[src/rtl/debug_packet_receiver_defines.svh]
// Assertion macros for the debug packet receiver.
// Both macros expect clk_i and rst_ni in scope at the point of use.
`ifndef DEBUG_PACKET_RECEIVER_DEFINES_SVH
`define DEBUG_PACKET_RECEIVER_DEFINES_SVH

`ifndef SYNTHESIS

// Property holds at every clock edge outside reset.
`define DPR_ASSERT_NOW(lbl, expr) \
  lbl: assert property (@(posedge clk_i) disable iff (!rst_ni) (expr)) \
    else $error("dpr: invariant violated");

// Consequent holds in the cycle after the antecedent.
`define DPR_ASSERT_NEXT(lbl, ante, cons) \
  lbl: assert property (@(posedge clk_i) disable iff (!rst_ni) (ante) |=> (cons)) \
    else $error("dpr: next-cycle check violated");

`else

`define DPR_ASSERT_NOW(lbl, expr)
`define DPR_ASSERT_NEXT(lbl, ante, cons)

`endif

`endif

[src/rtl/dpr_pkg.sv]
package dpr_pkg;

  localparam logic [7:0] AckByte   = 8'h2B;  // '+'
  localparam logic [7:0] StartByte = 8'h24;  // '$'
  localparam logic [7:0] HashByte  = 8'h23;  // '#'
  localparam logic [3:0] NibbleMask = 4'hF;

  typedef enum logic [2:0] {
    PH_ACK   = 3'd0,
    PH_START = 3'd1,
    PH_DATA  = 3'd2,
    PH_HIGH  = 3'd3,
    PH_LOW   = 3'd4
  } phase_e;

  typedef enum logic [1:0] {
    ST_OK       = 2'd0,
    ST_BAD_SUM  = 2'd1,
    ST_NO_ACK   = 2'd2,
    ST_BAD_START = 2'd3
  } status_e;

  // Hex digit to value; a non-hex byte keeps its raw value.
  function automatic logic [7:0] digit_value(input logic [7:0] b);
    logic [7:0] v;
    v = b;
    if (b >= 8'h30 && b <= 8'h39) v = b - 8'h30;
    else if (b >= 8'h61 && b <= 8'h66) v = b - 8'h57;
    else if (b >= 8'h41 && b <= 8'h46) v = b - 8'h37;
    return v;
  endfunction

endpackage

[src/rtl/debug_packet_receiver.sv]
// Debug packet receiver: one received byte per request, zero or one result.
// A result appears on the output register in the cycle after its byte is accepted.
// Throughput: one byte per cycle; the input stalls only while a result is
// held in the output register and the consumer stalls it.
// Reset (rst_ni low, async): phase waits for '+', sum and digit flag cleared.
`include "debug_packet_receiver_defines.svh"

module debug_packet_receiver import dpr_pkg::*; (
  input  logic       clk_i,
  input  logic       rst_ni,
  // input channel
  input  logic       in_valid_i,
  output logic       in_stall_o,
  input  logic [7:0] rx_byte_i,
  // result channel
  output logic       out_valid_o,
  input  logic       out_stall_i,
  output logic [7:0] out_byte_o,
  output logic       is_payload_o,
  output logic       is_verdict_o,
  output logic [1:0] status_o
);

  // Protocol state
  phase_e     phase_q, phase_d;
  logic [7:0] sum_q, sum_d;
  logic       hi_ok_q, hi_ok_d;

  // Output register
  logic       out_valid_q, out_valid_d;
  logic [7:0] out_byte_q;
  logic       is_payload_q, is_verdict_q;
  logic [1:0] status_q;

  // Result of the byte being accepted
  logic       res_valid;
  logic [7:0] res_byte;
  logic       res_pay, res_verd;
  status_e    res_status;

  logic       accept;
  logic [7:0] digit;
  logic       digit_hi_match, digit_lo_match;

  // The output register is free when empty or being drained this cycle.
  assign in_stall_o = out_valid_q && out_stall_i;
  assign accept     = in_valid_i && !in_stall_o;

  assign digit          = digit_value(rx_byte_i);
  assign digit_hi_match = (digit == {4'd0, sum_q[7:4] & NibbleMask});
  assign digit_lo_match = (digit == {4'd0, sum_q[3:0] & NibbleMask});

  // Phase machine: next state and the result for this byte.
  always_comb begin
    phase_d    = phase_q;
    sum_d      = sum_q;
    hi_ok_d    = hi_ok_q;
    res_valid  = 1'b0;
    res_byte   = 8'd0;
    res_pay    = 1'b0;
    res_verd   = 1'b0;
    res_status = ST_OK;
    case (phase_q)
      PH_START: begin
        if (rx_byte_i == StartByte) begin
          sum_d   = 8'd0;
          phase_d = PH_DATA;
        end else begin
          phase_d    = PH_ACK;
          res_valid  = 1'b1;
          res_verd   = 1'b1;
          res_status = ST_BAD_START;
        end
      end
      PH_DATA: begin
        if (rx_byte_i == HashByte) begin
          phase_d = PH_HIGH;
        end else begin
          sum_d     = sum_q + rx_byte_i;  // wraps mod 256
          res_valid = 1'b1;
          res_byte  = rx_byte_i;
          res_pay   = 1'b1;
        end
      end
      PH_HIGH: begin
        hi_ok_d = digit_hi_match;
        phase_d = PH_LOW;
      end
      PH_LOW: begin
        phase_d    = PH_ACK;
        res_valid  = 1'b1;
        res_verd   = 1'b1;
        res_status = (hi_ok_q && digit_lo_match) ? ST_OK : ST_BAD_SUM;
      end
      default: begin
        // waiting for acknowledge
        if (rx_byte_i == AckByte) begin
          phase_d = PH_START;
        end else begin
          phase_d    = PH_ACK;
          res_valid  = 1'b1;
          res_verd   = 1'b1;
          res_status = ST_NO_ACK;
        end
      end
    endcase
  end

  always_ff @(posedge clk_i or negedge rst_ni) begin
    if (!rst_ni) begin
      phase_q <= PH_ACK;
      sum_q   <= 8'd0;
      hi_ok_q <= 1'b0;
    end else if (accept) begin
      phase_q <= phase_d;
      sum_q   <= sum_d;
      hi_ok_q <= hi_ok_d;
    end
  end

  // Output valid: set by a new result, cleared when taken.
  always_comb begin
    out_valid_d = out_valid_q;
    if (accept && res_valid) begin
      out_valid_d = 1'b1;
    end else if (out_valid_q && !out_stall_i) begin
      out_valid_d = 1'b0;
    end
  end

  always_ff @(posedge clk_i or negedge rst_ni) begin
    if (!rst_ni) begin
      out_valid_q <= 1'b0;
    end else begin
      out_valid_q <= out_valid_d;
    end
  end

  // Result payload, no reset needed.
  always_ff @(posedge clk_i) begin
    if (accept && res_valid) begin
      out_byte_q   <= res_byte;
      is_payload_q <= res_pay;
      is_verdict_q <= res_verd;
      status_q     <= res_status;
    end
  end

  assign out_valid_o  = out_valid_q;
  assign out_byte_o   = out_byte_q;
  assign is_payload_o = is_payload_q;
  assign is_verdict_o = is_verdict_q;
  assign status_o     = status_q;

  // Checks
  `DPR_ASSERT_NOW(a_one_kind, !out_valid_q || (is_payload_q != is_verdict_q))
  `DPR_ASSERT_NOW(a_pay_fields, !(out_valid_q && is_payload_q) || (status_q == ST_OK))
  `DPR_ASSERT_NOW(a_stall_full, !in_stall_o || out_valid_q)
  `DPR_ASSERT_NEXT(a_low_verdict, accept && (phase_q == PH_LOW),
                   out_valid_q && is_verdict_q && (phase_q == PH_ACK))
  `DPR_ASSERT_NEXT(a_data_pay, accept && (phase_q == PH_DATA) && (rx_byte_i != HashByte),
                   out_valid_q && is_payload_q)

endmodule

[config.mk]
export PLATFORM = sky130hd
export DESIGN_NAME = debug_packet_receiver
export DESIGN_NICKNAME = d
export VERILOG_FILES = /design/src/rtl/dpr_pkg.sv /design/src/rtl/debug_packet_receiver.sv
export VERILOG_INCLUDE_DIRS = /design/src /design/src/rtl
export SDC_FILE = /design/constraint.sdc
export NUM_CORES = 1
export LEC_CHECK = 0
export CAP_MARGIN = 20
export CORE_ASPECT_RATIO = 2
export CORE_MARGIN = 8
export CORE_UTILIZATION = 37
export DETAILED_ROUTE_END_ITERATION = 12
export DONT_BUFFER_PORTS = 1
export GPL_ROUTABILITY_DRIVEN = 0
export HOLD_SLACK_MARGIN = 0.03
export SYNTH_ARGS = -nofsm -noshare
export SYNTH_HDL_FRONTEND = slang
export SYNTH_SLANG_ARGS = --single-unit
[constraint.sdc]
create_clock -name clk_i -period 2.7 [get_ports clk_i]
set_input_delay 0.135 -clock clk_i [delete_from_list [all_inputs] [get_ports clk_i]]
set_output_delay 0.135 -clock clk_i [all_outputs]
set_load 0.02 [all_outputs]
Yosys cells after proc, flatten, opt, wreduce, memory -nomap -nowiden:

Cells that the tools add are included.

* $add $sub $neg: 4
* $lt $le $gt $ge: 6
* equality and inequality tests: 12
* muxes and demuxes: 21
* bitwise logic cells: 1
* reductions and logical operators: 17

Operators by type and width (count)
* 8-bit two-way mux: 5
* 8-bit by 6-bit equality test with 1-bit output, second input constant: 3
* 8-bit by 4-bit equality test with 1-bit output: 2
* 8-bit by 7-bit greater-or-equal comparator with 1-bit output, second input constant: 2
* 8-bit by 7-bit <= comparator with 1-bit output, second input constant: 2
* 8-bit one-hot mux with 2 select lines: 1
* 8-bit by 6-bit subtractor with 8-bit output, second input constant: 2
* 3-bit one-hot mux with 4 select lines: 1
* 8-bit adder: 1
* 8-bit by 6-bit greater-or-equal comparator with 1-bit output, second input constant: 1
* 8-bit by 6-bit <= comparator with 1-bit output, second input constant: 1
* 1-bit logical AND: 8
* 8-bit by 7-bit subtractor with 8-bit output, second input constant: 1
* 1-bit two-way mux: 7
* 3-bit by 2-bit equality test with 1-bit output, second input constant: 2
* 2-bit two-way mux: 3
* 2-bit != test, second input constant: 3
* 2-bit one-hot mux with 3 select lines: 1
* 1-bit one-hot mux with 4 select lines: 1
* 2-bit AND reduction: 2
* 4-bit AND reduction: 1
* 2-bit nonzero test: 2
* 2-bit OR reduction: 2
* 3-bit by 1-bit equality test with 1-bit output, second input constant: 1
* 5 further kinds: 6

* bits in registers: 25
* input port bits: 12
* word-level logic and storage cells: 69

Logic depth before layout (Yosys ltp):

* depth in word-level cells: 9
* mapped depth: 9
* mapped depth without buffers: 9

Worst setup path before layout:

Ideal clock, no wire load.

* kind: register to register
* from: register sum_q[1]
* to: register sum_q[7]
* setup time: 0.126 ns
* arrival: 2.212 ns
* data required time: 2.574 ns
* path slack: 0.362 ns
* cell stages (with the launch flop): 9
* period minus slack after synthesis: 2.338 ns
* path through: dfrtp_1 ha_1 a21o_1 a21oi_1 o21bai_1 a2111oi_1 o21bai_1 and3b_1 a311o_1

* word-level cells in the longest chain between the ends: 3

Ends and longest elaborated chain
* from (decl): line debug_packet_receiver.sv:26 `logic [7:0] sum_q, sum_d;`
* from (signal assigned): line debug_packet_receiver.sv:116 `sum_q <= sum_d;`
* 8-bit adder: line debug_packet_receiver.sv:79 `sum_d = sum_q + rx_byte_i;`
* 8-bit two-way mux: line debug_packet_receiver.sv:76 `if (rx_byte_i == HashByte) begin`
* 8-bit one-hot mux with 2 select lines: line debug_packet_receiver.sv:63 `case (phase_q)`

No other way between the ends. The select of a mux whose other input is x is not followed.
A chain may end at the register's enable or synchronous reset.

Worst setup path after layout:

Same ends and word-level chain as after synthesis.

==> metrics.md <==
| Metric | Value |
|---|---|
| Slew headroom | 56.8% |
| GRT Overall Usage | 12.5% |
| Largest net degree at the start of global routing | 17 |
| Average wire per standard cell | 17.6 um |
| Antenna violations before repair | 0 |
| Power Density | 364 mW/mm2 |
| Die Height | 120 um |
| Fmax | 0.406 GHz |
| Lkg Pwr | 0.886 nW |
| Syn Std Cell Area | 0.00201 mm2 |
| R2r worst-path depth | 8 |
| Final WS setup | 0.240 ns |
| Fin crit share | 91.1% |
| Mux cell area share after synthesis | 2.74% |
| DP HPWL | 3860 um |
| Critical R2R Launch | sum_q[1]$_DFFE_PN0P_ |
| # H-tree levels | 1 |
| Synth Area in Adders | 11.6% |
| Syn nets | 245 |
| Maximum vdd drop | 0.225 mV |
| Clock root cell | clkbuf_8 |
| RSZ-0062 raised after global routing | false |
| Largest area contributor in the netlist | edfxtp_1 |
| Clk slew on worst S/H paths | 0.10 ns |
| Most common cell in the netlist | nand2_1 |
| Final Max Tran Viols | 0 |
| CP max-delay cell | dfrtp_1 |
| Critical path, cell by cell | ha_1, a21o_1, a21oi_1, o21bai_1, a2111oi_2, o21bai_1, and3b_1, a311o_1 |
| Synth Area in Compound Gates | 23.1% |
| Status | finished clean |
| Maxcap violations | 0 |
| Post-Synth Simple-Gate Area | 19.2% |
| Count of cell types in the netlist | 53 |
| Hold Path Depth | 1 |
| Synth warnings | 0 |
| Number of enable flip-flop cells after synthesis | 12 |
| Worst slew pin tran | 0.646 ns |
| # setup viols final | 0 |
| Prevailing post-synth register cell | dfrtp_1 |
| Post-synth top cells | nand2_1, ha_1, a21oi_1, nor2_1, dfrtp_1 |
| DR iter-0 viols | 99 |
| Area delta synth->final | 6.36% |
| First-pass GRT wire length | 8000 um |
| Min-delay src | rx_byte_i[7] |
| Initial Utilization | 37.7% |
| Antenna diodes | 0 |
| Core ar. | 0.00533 mm2 |
| Worst slack, placed | 0.176 ns |
| Final Hold Vio Count | 0 |
| Die Width | 68.1 um |
| Rows | 38 |
| FF+latch count, synth | 25 |
| CP required | 2.87 ns |
| Die area | 0.00818 mm2 |
| Top Family by Delay on Critical Path | compound AO/OA/AOI/OAI gates |
| Antenna Violating Nets Remaining | 0 |
| Remaining global-route overflow | 0 |
| CP Data Arrival Time | 2.63 ns |
| Synth top area share | 18.0% |
| CTS sink cnt | 25 |
| Maximum clock path buffer count | 2 |
| Main area contributors after synthesis | edfxtp_1, dfrtp_1, ha_1 |
| Total Nets Final | 248 |
| CP Capture Type | flip-flop |
| Number of global-route vias before repair | 1636 |
| # DRC | 0 |
| Post-synthesis xor/xnor area fraction | 5.68% |
| Skew final | 0.00292 ns |
| CTS tree | yes |
| Vias per cell | 5.84 |
| Largest family of logic cells by synthesized area | compound AO/OA/AOI/OAI gates |
| Post-Syn Area per Cell | 9.33 um2 |
| Setup CP Type | flip-flop to flip-flop |
| Total number of vias | 1617 |
| CP max FO | 5 |
| Fin Setup TNS | 0 ns |
| Register area share after synthesis | 34.2% |
| Mapped Cells | 215 |
| Worst Hold End | out_byte_o[7]$_SDFFCE_PN0P_ |
| CP peak stage delay | 0.47 ns |
| PortBufs | 0 |
| Worst reg2reg path endpoint | sum_q[7]$_DFFE_PN0P_ |
| Tightest Hold Check Type | input pin to flip-flop |
| Filler Cells Inserted | 571 |
| Setup crit start kind | flip-flop |
| Worst path most repeated cell | o21bai_1 |
| CP bufs+invs | 0 |
| Final min period | 2.46 ns |
| Layout cells sized above 1 | 11.1% |
| Reg-to-reg slack, setup | 0.24 ns |
| Clk_lat worst skew | 0.28 ns |
| CTS Buf Count | 3 |
| Final hold slack | 0.0771 ns |
| Ys async rst share | 52.0% |
| Post-CTS setup buffer count | 0 |
| Final wirelength | 4880 um |
| Drt pass-1 iters | 4 |
| Final Util | 40.1% |
| Io pins | 26 |
==> registers in the layout (all words and copies together), names as in the netlist <==
| name | flops |
|---|---|
| hi_ok_q | 1 |
| is_payload_o | 1 |
| out_valid_o | 1 |
| status_o | 2 |
| phase_q | 3 |
| sum_q | 8 |
| out_byte_o | 8 |
| is_verdict_o | 1 |
==> routing by layer <==
layer / track usage, % / vias to the layer above / share of wire [%]
li1: - / 801 / -
met1: 14.4 / 761 / 41
met2: 21.2 / 49 / 52
met3: 2.52 / 6 / 5.8
met4: 4.90 / 0 / 1.5
met5: 0 / - / 0
==> logic make-up (layout without fill, tap and decap cells) <==
kind of cell | after synthesis | after routing
and+or+nand+nor | 76 | 76
AOI/OAI and AO/OA | 62 | 62
DFF | 25 | 25
adders and majority gates | 18 | 18
buffers and inverters | 16 | 18
xor gates and xnor gates | 13 | 13
muxes | 5 | 5
==> worst register-to-register path: stages (launching register included) <==
cell       delay, ns
dfrtp_1         0.47
ha_1            0.30
a21o_1          0.17
a21oi_1         0.21
o21bai_1        0.15
a2111oi_2       0.42
o21bai_1        0.15
and3b_1         0.18
a311o_1         0.31
==> area by class of cell <==
| type | count | area [um2] | share of cell area [%] |
|---|---|---|---|
| repair buffers | 4 | 32.5 | 1.52 |
| multi-input cells | 174 | 1250 | 58.8 |
| flip-flops and latches | 25 | 686 | 32.1 |
| clock inverters | 1 | 7.51 | 0.352 |
| clock buffers | 3 | 41.3 | 1.94 |
| inverters | 10 | 37.5 | 1.76 |
| well taps | 60 | 75.1 | 3.52 |
==> metrics by stage <==
stage               power, mW  cell area (um2)  std cells
global route            0.809             2130        277
detailed placement      0.540             2070        272
CTS                     0.786             2130        277
finish                  0.776             2130        277
floorplan               0.522             2010        215
global placement        0.538             2070        272
==> power by group <==
part | switching (mW) | internal (mW) | total [mW]
Sequential | 0.0179 | 0.411 | 0.429
Combinational | 0.0636 | 0.0435 | 0.107
Clock | 0.135 | 0.105 | 0.240
Total | 0.216 | 0.560 | 0.776
==> worst max-delay path by stage <==
stage / start / endpoint / slack [ns] / cells past startpoint
2_1_floorplan: sum_q[1]$_DFFE_PN0P_ / sum_q[7]$_DFFE_PN0P_ / 0.36 / 8
3_3_place_gp: sum_q[1]$_DFFE_PN0P_ / sum_q[7]$_DFFE_PN0P_ / 0.25 / 8
3_5_place_dp: sum_q[1]$_DFFE_PN0P_ / sum_q[7]$_DFFE_PN0P_ / 0.18 / 8
4_1_cts: sum_q[1]$_DFFE_PN0P_ / sum_q[7]$_DFFE_PN0P_ / 0.15 / 8
5_1_grt: sum_q[1]$_DFFE_PN0P_ / sum_q[7]$_DFFE_PN0P_ / 0.04 / 8
6_report: sum_q[1]$_DFFE_PN0P_ / sum_q[7]$_DFFE_PN0P_ / 0.24 / 8
==> layout by cell type (no fill, tap or decap), types with 2 or more instances in the layout <==
master / instances
nand2_1: 25
ha_1: 17
a21oi_1: 16
nor2_1: 15
dfrtp_1: 13
edfxtp_1: 12
inv_1: 8
o31ai_1: 7
xor2_1: 7
o21ai_0: 6
xnor2_1: 6
and3_1: 5
nor3_1: 5
nor2b_1: 4
nand4_1: 4
o21bai_1: 4
mux2i_1: 4
nand3_1: 4
o211ai_1: 3
and2_1: 3
a21o_1: 3
clkbuf_8: 3
buf_4: 3
o21ai_2: 2
nor3b_1: 2
inv_2: 2
o31ai_2: 2
o311ai_1: 2
o21ai_1: 2
o31a_1: 2
nand2b_1: 2
or2_2: 2
==> timing repair <==
action / CTS / global route
endpoints found under the hold margin: 13 / 0
endpoints found under the setup margin: 0 / 1
hold buffers: 1 / 0
resized for setup: 0 / 1
No activity file was read; power rests on OpenSTA's default activity.
